File: src/hw/rtl/bol_pkg.sv
`timescale 1ns / 1ps
// ----------------------------------------------------------------------------
// bol_pkg: shared types for the bounded ordered list
// operation and status codes, decode plan and sequencer states
// ----------------------------------------------------------------------------
package bol_pkg;

  typedef enum logic [2:0] {
    OP_ADD_HEAD  = 3'd0,
    OP_ADD_TAIL  = 3'd1,
    OP_INS_AFTER = 3'd2,
    OP_DEL_HEAD  = 3'd3,
    OP_DEL_TAIL  = 3'd4,
    OP_DEL_AT    = 3'd5,
    OP_READ_ALL  = 3'd6
  } op_t;

  typedef enum logic [1:0] {
    ST_OK     = 2'd0,
    ST_FULL   = 2'd1,
    ST_EMPTY  = 2'd2,
    ST_BADPOS = 2'd3
  } status_t;

  // what the sequencer has to do for one transaction
  typedef enum logic [2:0] {
    ACT_NONE,
    ACT_SHRINK,
    ACT_INS,
    ACT_DEL,
    ACT_DUMP
  } act_t;

  typedef struct packed {
    status_t status;
    act_t    act;
  } plan_t;

  typedef enum logic [1:0] {
    S_IDLE,
    S_MOVE,
    S_DUMP
  } state_t;

  localparam logic [3:0] FILL_LIMIT_RST = 4'd7;

endpackage

File: src/hw/rtl/bol_ram.sv
`timescale 1ns / 1ps
// ----------------------------------------------------------------------------
// bol_ram: generic single-write, single-read memory
// one write port, one read port with registered read data, no reset
// ----------------------------------------------------------------------------
module bol_ram #(
  parameter int WIDTH = 32,
  parameter int DEPTH = 8,
  localparam int AW = (DEPTH > 1) ? $clog2(DEPTH) : 1
) (
  input  logic             clk,
  input  logic             we,
  input  logic [AW-1:0]    waddr,
  input  logic [WIDTH-1:0] wdata,
  input  logic             re,
  input  logic [AW-1:0]    raddr,
  output logic [WIDTH-1:0] rdata
);

  logic [WIDTH-1:0] mem [DEPTH];
  logic [WIDTH-1:0] rdata_r;

  always_ff @(posedge clk) begin
    if (we) begin
      mem[waddr] <= wdata;
    end
    if (re) begin
      rdata_r <= mem[raddr];
    end
  end

  assign rdata = rdata_r;

endmodule

File: src/hw/rtl/bol_dec.sv
`timescale 1ns / 1ps
// ----------------------------------------------------------------------------
// bol_dec: operation decode
// checks limit, emptiness and position and plans the slot walk
// ----------------------------------------------------------------------------
module bol_dec #(
  parameter int DEPTH = 8,
  localparam int CW = $clog2(DEPTH + 1)
) (
  input  logic [2:0]     op,
  input  logic [3:0]     position,
  input  logic [CW-1:0]  fill,
  input  logic [3:0]     limit,
  output bol_pkg::plan_t plan,
  output logic [CW-1:0]  slot,
  output logic [CW-1:0]  moves
);

  localparam int EW = ((CW > 4) ? CW : 4) + 1;

  logic [EW-1:0] c_e;
  logic [EW-1:0] p_e;
  logic [EW-1:0] lim_e;
  logic [EW-1:0] depth_e;
  logic [EW-1:0] eff_e;
  logic [EW-1:0] slot_e;
  logic [EW-1:0] moves_e;
  logic          full;
  logic          empty;
  logic          past_end;

  always_comb begin
    c_e      = EW'(fill);
    lim_e    = EW'(limit);
    depth_e  = EW'(DEPTH);
    eff_e    = (lim_e > depth_e) ? depth_e : lim_e;
    // position zero counts as the head
    p_e      = (position == 4'd0) ? EW'(1) : EW'(position);
    full     = (c_e >= eff_e);
    empty    = (c_e == '0);
    past_end = (p_e > c_e);

    plan.status = bol_pkg::ST_OK;
    plan.act    = bol_pkg::ACT_NONE;
    slot_e      = '0;
    moves_e     = '0;

    case (op)
      bol_pkg::OP_ADD_HEAD: begin
        if (full) begin
          plan.status = bol_pkg::ST_FULL;
        end else begin
          plan.act = bol_pkg::ACT_INS;
          moves_e  = c_e;
        end
      end
      bol_pkg::OP_ADD_TAIL: begin
        if (full) begin
          plan.status = bol_pkg::ST_FULL;
        end else begin
          plan.act = bol_pkg::ACT_INS;
          slot_e   = c_e;
        end
      end
      bol_pkg::OP_INS_AFTER: begin
        if (full) begin
          plan.status = bol_pkg::ST_FULL;
        end else if (past_end) begin
          plan.status = bol_pkg::ST_BADPOS;
        end else begin
          plan.act = bol_pkg::ACT_INS;
          slot_e   = p_e;
          moves_e  = c_e - p_e;
        end
      end
      bol_pkg::OP_DEL_HEAD: begin
        if (empty) begin
          plan.status = bol_pkg::ST_EMPTY;
        end else begin
          plan.act = bol_pkg::ACT_DEL;
          moves_e  = c_e - EW'(1);
        end
      end
      bol_pkg::OP_DEL_TAIL: begin
        if (empty) begin
          plan.status = bol_pkg::ST_EMPTY;
        end else begin
          plan.act = bol_pkg::ACT_SHRINK;
        end
      end
      bol_pkg::OP_DEL_AT: begin
        if (empty) begin
          plan.status = bol_pkg::ST_EMPTY;
        end else if (past_end) begin
          plan.status = bol_pkg::ST_BADPOS;
        end else begin
          plan.act = bol_pkg::ACT_DEL;
          slot_e   = p_e - EW'(1);
          moves_e  = c_e - p_e;
        end
      end
      bol_pkg::OP_READ_ALL: begin
        if (empty) begin
          plan.status = bol_pkg::ST_EMPTY;
        end else begin
          plan.act = bol_pkg::ACT_DUMP;
        end
      end
      default: begin
        plan.status = bol_pkg::ST_OK;
      end
    endcase

    slot  = slot_e[CW-1:0];
    moves = moves_e[CW-1:0];
  end

endmodule

File: src/hw/rtl/bounded_ordered_list.sv
`timescale 1ns / 1ps
// ----------------------------------------------------------------------------
// bounded_ordered_list: list of up to min(fill_limit, DEPTH) words with positional
// insert and delete, kept in a single-port-write RAM and walked one slot a cycle
// ----------------------------------------------------------------------------
// error results, op 7 and tail delete answer straight from the idle state with
//   busy staying low, so the next transaction may follow at once
// insert/delete: busy while m entries are shifted, where m is at most DEPTH - 1,
//   one RAM move per cycle; the new word is then written or the count dropped,
//   and busy falls as the result is strobed
// read-all: n results on consecutive cycles, n being the count of entries
// results are strobed for one cycle and cannot be held off by the receiver
// reset (rst_n low, synchronous) empties the list, sets fill_limit to 7 and
//   idles the sequencer; RAM contents are left as they are
// ----------------------------------------------------------------------------
module bounded_ordered_list #(
  parameter int DEPTH      = 8,
  parameter int DATA_WIDTH = 32
) (
  input  logic        clk,
  input  logic        rst_n,
  // transaction request
  input  logic        start,
  output logic        busy,
  input  logic [2:0]  in_op,
  input  logic [31:0] in_value,
  input  logic [3:0]  in_position,
  // result strobe
  output logic        out_valid,
  output logic [1:0]  out_status,
  output logic [31:0] out_entry_value,
  output logic        out_last,
  output logic [3:0]  out_count,
  // fill limit register
  input  logic        cfg_we,
  input  logic [3:0]  cfg_wdata
);

  localparam int CW = $clog2(DEPTH + 1);
  localparam int AW = (DEPTH > 1) ? $clog2(DEPTH) : 1;
  localparam int DW = DATA_WIDTH;

  // control state
  bol_pkg::state_t state_r, state_nxt;
  logic [CW-1:0]   fill_r, fill_nxt;
  logic [3:0]      limit_r, limit_nxt;
  logic [CW-1:0]   idx_r, idx_nxt;      // walk pointer: next RAM slot to read
  logic [CW-1:0]   moves_r, moves_nxt;  // moves still to issue
  logic            pend_r, pend_nxt;    // read data arrives this cycle
  logic            pend_last_r, pend_last_nxt;
  logic [AW-1:0]   wa_r, wa_nxt;        // where the arriving word goes
  logic            out_valid_r, out_valid_nxt;

  // transaction payload
  logic [AW-1:0]   slot_r, slot_nxt;
  logic [DW-1:0]   val_r, val_nxt;
  logic            ins_r, ins_nxt;

  // result payload
  bol_pkg::status_t out_status_r, out_status_nxt;
  logic [31:0]      out_entry_r, out_entry_nxt;
  logic             out_last_r, out_last_nxt;
  logic [3:0]       out_count_r, out_count_nxt;

  // decode
  bol_pkg::plan_t plan;
  logic [CW-1:0]  dec_slot;
  logic [CW-1:0]  dec_moves;

  // RAM port
  logic          ram_we;
  logic [AW-1:0] ram_waddr;
  logic [DW-1:0] ram_wdata;
  logic          ram_re;
  logic [AW-1:0] ram_raddr;
  logic [DW-1:0] ram_rdata;

  // width adaptation
  logic [DW+31:0] val_ext;
  logic [DW+31:0] rd_ext;
  logic [CW+3:0]  fill_ext;
  logic [CW-1:0]  idx_up;
  logic [CW-1:0]  idx_dn;
  logic [CW-1:0]  slot_up;

  assign val_ext  = {{DW{1'b0}}, in_value};
  assign rd_ext   = {32'b0, ram_rdata};
  assign fill_ext = {4'b0, fill_nxt};
  assign idx_up   = idx_r + CW'(1);
  assign idx_dn   = idx_r - CW'(1);
  assign slot_up  = dec_slot + CW'(1);

  bol_dec #(
    .DEPTH (DEPTH)
  ) u_dec (
    .op       (in_op),
    .position (in_position),
    .fill     (fill_r),
    .limit    (limit_r),
    .plan     (plan),
    .slot     (dec_slot),
    .moves    (dec_moves)
  );

  bol_ram #(
    .WIDTH (DW),
    .DEPTH (DEPTH)
  ) u_ram (
    .clk   (clk),
    .we    (ram_we),
    .waddr (ram_waddr),
    .wdata (ram_wdata),
    .re    (ram_re),
    .raddr (ram_raddr),
    .rdata (ram_rdata)
  );

  always_comb begin
    state_nxt     = state_r;
    fill_nxt      = fill_r;
    limit_nxt     = cfg_we ? cfg_wdata : limit_r;
    idx_nxt       = idx_r;
    moves_nxt     = moves_r;
    pend_nxt      = 1'b0;
    pend_last_nxt = pend_last_r;
    wa_nxt        = wa_r;
    slot_nxt      = slot_r;
    val_nxt       = val_r;
    ins_nxt       = ins_r;

    out_valid_nxt  = 1'b0;
    out_status_nxt = bol_pkg::ST_OK;
    out_entry_nxt  = 32'b0;
    out_last_nxt   = 1'b1;

    ram_we    = 1'b0;
    ram_waddr = wa_r;
    ram_wdata = ram_rdata;
    ram_re    = 1'b0;
    ram_raddr = idx_r[AW-1:0];

    case (state_r)
      bol_pkg::S_IDLE: begin
        if (start) begin
          val_nxt   = val_ext[DW-1:0];
          slot_nxt  = dec_slot[AW-1:0];
          ins_nxt   = (plan.act == bol_pkg::ACT_INS);
          moves_nxt = dec_moves;
          case (plan.act)
            bol_pkg::ACT_SHRINK: begin
              // tail delete only drops the count
              fill_nxt      = fill_r - CW'(1);
              out_valid_nxt = 1'b1;
            end
            bol_pkg::ACT_INS: begin
              // shift from the tail down toward the new slot
              idx_nxt   = fill_r - CW'(1);
              state_nxt = bol_pkg::S_MOVE;
            end
            bol_pkg::ACT_DEL: begin
              // pull entries behind the removed slot forward
              idx_nxt   = slot_up;
              state_nxt = bol_pkg::S_MOVE;
            end
            bol_pkg::ACT_DUMP: begin
              idx_nxt   = '0;
              state_nxt = bol_pkg::S_DUMP;
            end
            default: begin
              out_valid_nxt  = 1'b1;
              out_status_nxt = plan.status;
            end
          endcase
        end
      end

      bol_pkg::S_MOVE: begin
        // word read last cycle lands one slot over
        if (pend_r) begin
          ram_we = 1'b1;
        end
        if (moves_r != '0) begin
          ram_re    = 1'b1;
          pend_nxt  = 1'b1;
          wa_nxt    = ins_r ? idx_up[AW-1:0] : idx_dn[AW-1:0];
          idx_nxt   = ins_r ? idx_dn : idx_up;
          moves_nxt = moves_r - CW'(1);
        end else if (!pend_r) begin
          // walk drained: drop in the new word or shrink
          if (ins_r) begin
            ram_we    = 1'b1;
            ram_waddr = slot_r;
            ram_wdata = val_r;
            fill_nxt  = fill_r + CW'(1);
          end else begin
            fill_nxt = fill_r - CW'(1);
          end
          out_valid_nxt = 1'b1;
          state_nxt     = bol_pkg::S_IDLE;
        end
      end

      bol_pkg::S_DUMP: begin
        if (idx_r < fill_r) begin
          ram_re        = 1'b1;
          pend_nxt      = 1'b1;
          pend_last_nxt = (idx_r == fill_r - CW'(1));
          idx_nxt       = idx_up;
        end
        if (pend_r) begin
          out_valid_nxt = 1'b1;
          out_entry_nxt = rd_ext[31:0];
          out_last_nxt  = pend_last_r;
          if (pend_last_r) begin
            state_nxt = bol_pkg::S_IDLE;
          end
        end
      end

      default: begin
        state_nxt = bol_pkg::S_IDLE;
      end
    endcase

    // every result reports the count after the operation
    out_count_nxt = fill_ext[3:0];
  end

  always_ff @(posedge clk) begin
    if (!rst_n) begin
      state_r     <= bol_pkg::S_IDLE;
      fill_r      <= '0;
      limit_r     <= bol_pkg::FILL_LIMIT_RST;
      idx_r       <= '0;
      moves_r     <= '0;
      pend_r      <= 1'b0;
      pend_last_r <= 1'b0;
      wa_r        <= '0;
      out_valid_r <= 1'b0;
    end else begin
      state_r     <= state_nxt;
      fill_r      <= fill_nxt;
      limit_r     <= limit_nxt;
      idx_r       <= idx_nxt;
      moves_r     <= moves_nxt;
      pend_r      <= pend_nxt;
      pend_last_r <= pend_last_nxt;
      wa_r        <= wa_nxt;
      out_valid_r <= out_valid_nxt;
    end
  end

  always_ff @(posedge clk) begin
    slot_r       <= slot_nxt;
    val_r        <= val_nxt;
    ins_r        <= ins_nxt;
    out_status_r <= out_status_nxt;
    out_entry_r  <= out_entry_nxt;
    out_last_r   <= out_last_nxt;
    out_count_r  <= out_count_nxt;
  end

  assign busy            = (state_r != bol_pkg::S_IDLE);
  assign out_valid       = out_valid_r;
  assign out_status      = out_status_r;
  assign out_entry_value = out_entry_r;
  assign out_last        = out_last_r;
  assign out_count       = out_count_r;

endmodule

File: config.mk
export PLATFORM = sky130hd
export DESIGN_NAME = bounded_ordered_list
export DESIGN_NICKNAME = d
export VERILOG_FILES = /design/src/hw/rtl/bol_pkg.sv /design/src/hw/rtl/bol_ram.sv /design/src/hw/rtl/bol_dec.sv /design/src/hw/rtl/bounded_ordered_list.sv
export SDC_FILE = /design/constraint.sdc
export NUM_CORES = 1
export LEC_CHECK = 0
export BUFFER_PORTS_ARGS = -buffer_cell sky130_fd_sc_hd__buf_2
export CORE_MARGIN = 3
export CORE_UTILIZATION = 55
export CTS_CLUSTER_DIAMETER = 100
export CTS_CLUSTER_SIZE = 14
export DETAILED_ROUTE_END_ITERATION = 12
export PLACE_DENSITY_LB_ADDON = 0.1
export SLEW_MARGIN = 10
export SYNTH_ARGS = -nofsm -noshare
export SYNTH_HDL_FRONTEND = slang
export SYNTH_HIERARCHICAL = 1
export SYNTH_SLANG_ARGS = --single-unit
export TNS_END_PERCENT = 10
File: constraint.sdc
create_clock -name clk -period 4.5 [get_ports clk]
set_clock_uncertainty 0.05 [all_clocks]
set_input_delay 0.45 -clock clk [delete_from_list [all_inputs] [get_ports clk]]
set_output_delay 0.45 -clock clk [all_outputs]
set_load 0.02 [all_outputs]
==> metrics.txt <==
Final Wtd Congestion=0.881; post-synthesis adder-cell area fraction=2.03%; Port Buffers=87; Max stage delay on crit path=0.65 ns; reg-to-reg startpoint=fill_r[1]; CP Max Fanout=13; Routed WL=33000 um; first-iteration detailed-routing DRC count=633; dpl hpwl=19100 um; Worst setup SP type=flop; mean area per synthesized cell=17.9 um2; Slowest-stage cell, CP=dfxtp_1; mapped cell area=0.0158 mm2; first-pass GRT wire length=50700 um; HP Class=primary input to flop; Post-synth EDFFs=324; post-synthesis compound-gate area fraction=3.58%; final setup fails=0; Synth cell types=69; CP Data Required Time=4.93 ns; row cnt=61; full die area=0.0307 mm2; Crit Path Category=flop to flop; synthesis warning total=6; FF-to-FF path depth=10; vias in the first global route=8725; Avg WL per Cell=23.2 um; antenna violations before repair=1; Post-Synth Simple-Gate Area=5.83%; P&R area growth vs syn=13.8%; maxcap violations=0; CP Capture Type=flop; fillers=1955; fmax=258 MHz; vias per std cell=5.90; Total Nets Final=1089; layout cells sized above 1=26.1%; Fin Setup TNS=0 ns; CTS tree=built; internal reg-to-reg setup slack=0.62 ns; fin crit period=3.88 ns; drt pass-1 iters=5; Die Wd=175 um; CTS Buf Count=31; final worst slack=0.619 ns; IO Count=88; largest net degree at the start of global routing=52; Sink Count=387; Placed Area=0.0168 mm2; Clock transition at path regs=0.07 ns; die height=175 um; largest family of logic cells by synthesized area=multiplexers; CTS H-tree depth=1; GR Util All Layers=21.6%; Mapped Nets=954; Hold Vio Cnt, Final=0; Slew HR=27.6%; Worst Max-Slew Pin Slew=1.08 ns; ys flop type=edfxtp_1; global route total overflow=0; register area share after synthesis=69.7%; pre-CTS worst setup slack=0.289 ns; Routed Antenna Nets=0; critical path data arrival time=4.31 ns; # DRC=0; Slew Viols, Final=0; Skew-Pair Late Insertion Delay=0.57 ns; RSZ-0062 raised after global routing=no; Leak=6.33 nW; hold depth=1; CTS max path bufs=3; clock root buffer=clkbuf_16; core footprint=0.0280 mm2; overall power=9.02 mW; Crit path top cell by count=or3b_1; Initial Util=56.3%; reg-to-reg critical path endpoint=idx_r[3]; fraction of synthesized area in multiplexers=15.6%; post-synthesis cell count=882; post-cts sizing count=0; Peak VDD IR=0.351 mV; XOR/XNOR Fraction of Synth Area=1.06%; pwr dens=503 mW/mm2; FF+latch count, synth=387; crit share post-route=86.2%; total vias in the final route=8379; Hold Startpoint=in_value[13]; fin area=0.0179 mm2; status=finished clean; CP Cell Sequence=ha_1 > o211ai_1 > o21ai_1 > nor3_1 > or3b_1 > or3b_1 > nand2_1 > a21oi_1 > or4_4 > o32ai_2; ys async rst share=0%; hold path endpoint=val_r[13]
==> kinds of logic (layout without fill, tap and decap cells) <==
logic type / after synthesis / count (layout)
xor+xnor: 19 / 19
fa+ha+maj: 25 / 25
flops: 387 / 387
mux: 142 / 142
other cells: 0 / 1
buf+inv: 72 / 230
simple gates: 159 / 159
compound gates: 78 / 78
==> final cells by class <==
type	instances	area, um2	area share [%]
Timing Repair Buffer	144	988	5.51
Tap cell	378	473	2.63
Sequential cell	387	11000	61.3
Clock buffer	54	862	4.80
Multi-Input combinational cell	423	4490	25.0
Inverter	30	113	0.627
Antenna cell	1	2.50	0.0139
Clock inverter	2	27.5	0.153
==> synthesized netlist by cell type (14+ instances only) <==
| master | count | share of area, % |
|---|---|---|
| edfxtp_1 | 324 | 62 |
| mux2_2 | 68 | 4.9 |
| dfxtp_1 | 63 | 8.0 |
| mux4_1 | 40 | 6.7 |
| and3_1 | 33 | 1.3 |
| nor2_1 | 31 | 0.74 |
| inv_1 | 29 | 0.69 |
| nand2_1 | 27 | 0.64 |
| ha_1 | 24 | 1.9 |
| mux4_2 | 24 | 3.4 |
| a21oi_1 | 21 | 0.67 |
| clkbuf_1 | 17 | 0.40 |
| buf_2 | 14 | 0.44 |
==> stage by stage <==
stage	instances	hold slack (ns)	util [%]
2_1_floorplan	882	0.383	-
3_3_place_gp	1332	0.405	59.8
3_5_place_dp	1332	0.415	59.8
4_1_cts	1418	0.00576	64.1
5_1_grt	1418	0.0182	64.1
6_report	1419	0.0338	64.1
==> worst max-delay path, delay by kind of cell, from the launching register on <==
kind	cells	cell delay, ns
adder cells (fa/ha/maj)	1	0.27
AND/OR/NAND/NOR	5	1.79
flip-flops	1	0.65
AO/OA/AOI/OAI	4	1.05
==> flip-flops by register name, indices dropped and copies added, names as in the netlist <==
name	cells
state_r	2
out_status	2
u_ram/mem	256
val_r	32
out_valid	1
out_last	1
out_count	4
moves_r	4
fill_r	4
limit_r	4
out_entry_value	32
u_ram/rdata	32
idx_r	4
wa_r	3
slot_r	3
pend_last_r	1
ins_r	1
pend_r	1
==> worst max-delay path by stage <==
stage                               from               to  slack [ns]  depth (start not counted)
final                          fill_r[1]         idx_r[3]        0.62                         10
after global placement    in_position[1]         idx_r[3]        0.48                         16
after CTS                      fill_r[1]         idx_r[3]        0.66                         10
after global routing           fill_r[1]         idx_r[3]        0.41                         10
after detailed placement  in_position[1]         idx_r[3]        0.29                         16
after floorplan               state_r[1]  u_ram/mem[0][0]       -0.16                          8
==> cell usage in the layout, fill, tap and decap left out, drive strengths merged, types with 3 or more instances in the layout <==
master / synthesis / final
a21oi: 22 / 22
a221o: 8 / 8
a31oi: 4 / 4
and2: 8 / 8
and3: 33 / 33
buf: 24 / 114
clkbuf: 18 / 54
dfxtp: 63 / 63
dlygate4sd3: 0 / 30
edfxtp: 324 / 324
ha: 24 / 24
inv: 29 / 30
mux2: 68 / 68
mux2i: 10 / 10
mux4: 64 / 64
nand2: 27 / 27
nand2b: 8 / 8
nand3: 7 / 7
nor2: 31 / 31
nor2b: 5 / 5
nor3: 12 / 12
nor3b: 4 / 4
o211ai: 9 / 9
o21ai: 11 / 11
o22ai: 4 / 4
or2: 3 / 3
or3: 5 / 5
or4: 3 / 3
xnor2: 12 / 12
xor2: 7 / 7
==> power by group <==
part	internal, mW	switching, mW
Clock	1.30	1.16
Combinational	0.987	1.15
Sequential	4.22	0.199
==> repair_timing <==
item                      CTS  global route
hold endpoints to repair   30             0
hold buffers               30             0
buffers inserted            0             0
==> per-layer routing <==
| layer | share of wire (%) | vias up | track usage, % |
|---|---|---|---|
| li1 | - | 3780 | - |
| met1 | 43 | 4312 | 29.7 |
| met2 | 50 | 239 | 37.3 |
| met3 | 5.5 | 48 | 3.31 |
| met4 | 1.5 | 0 | 4.22 |
| met5 | 0 | - | 0 |
(Power assumes the default switching activity.)
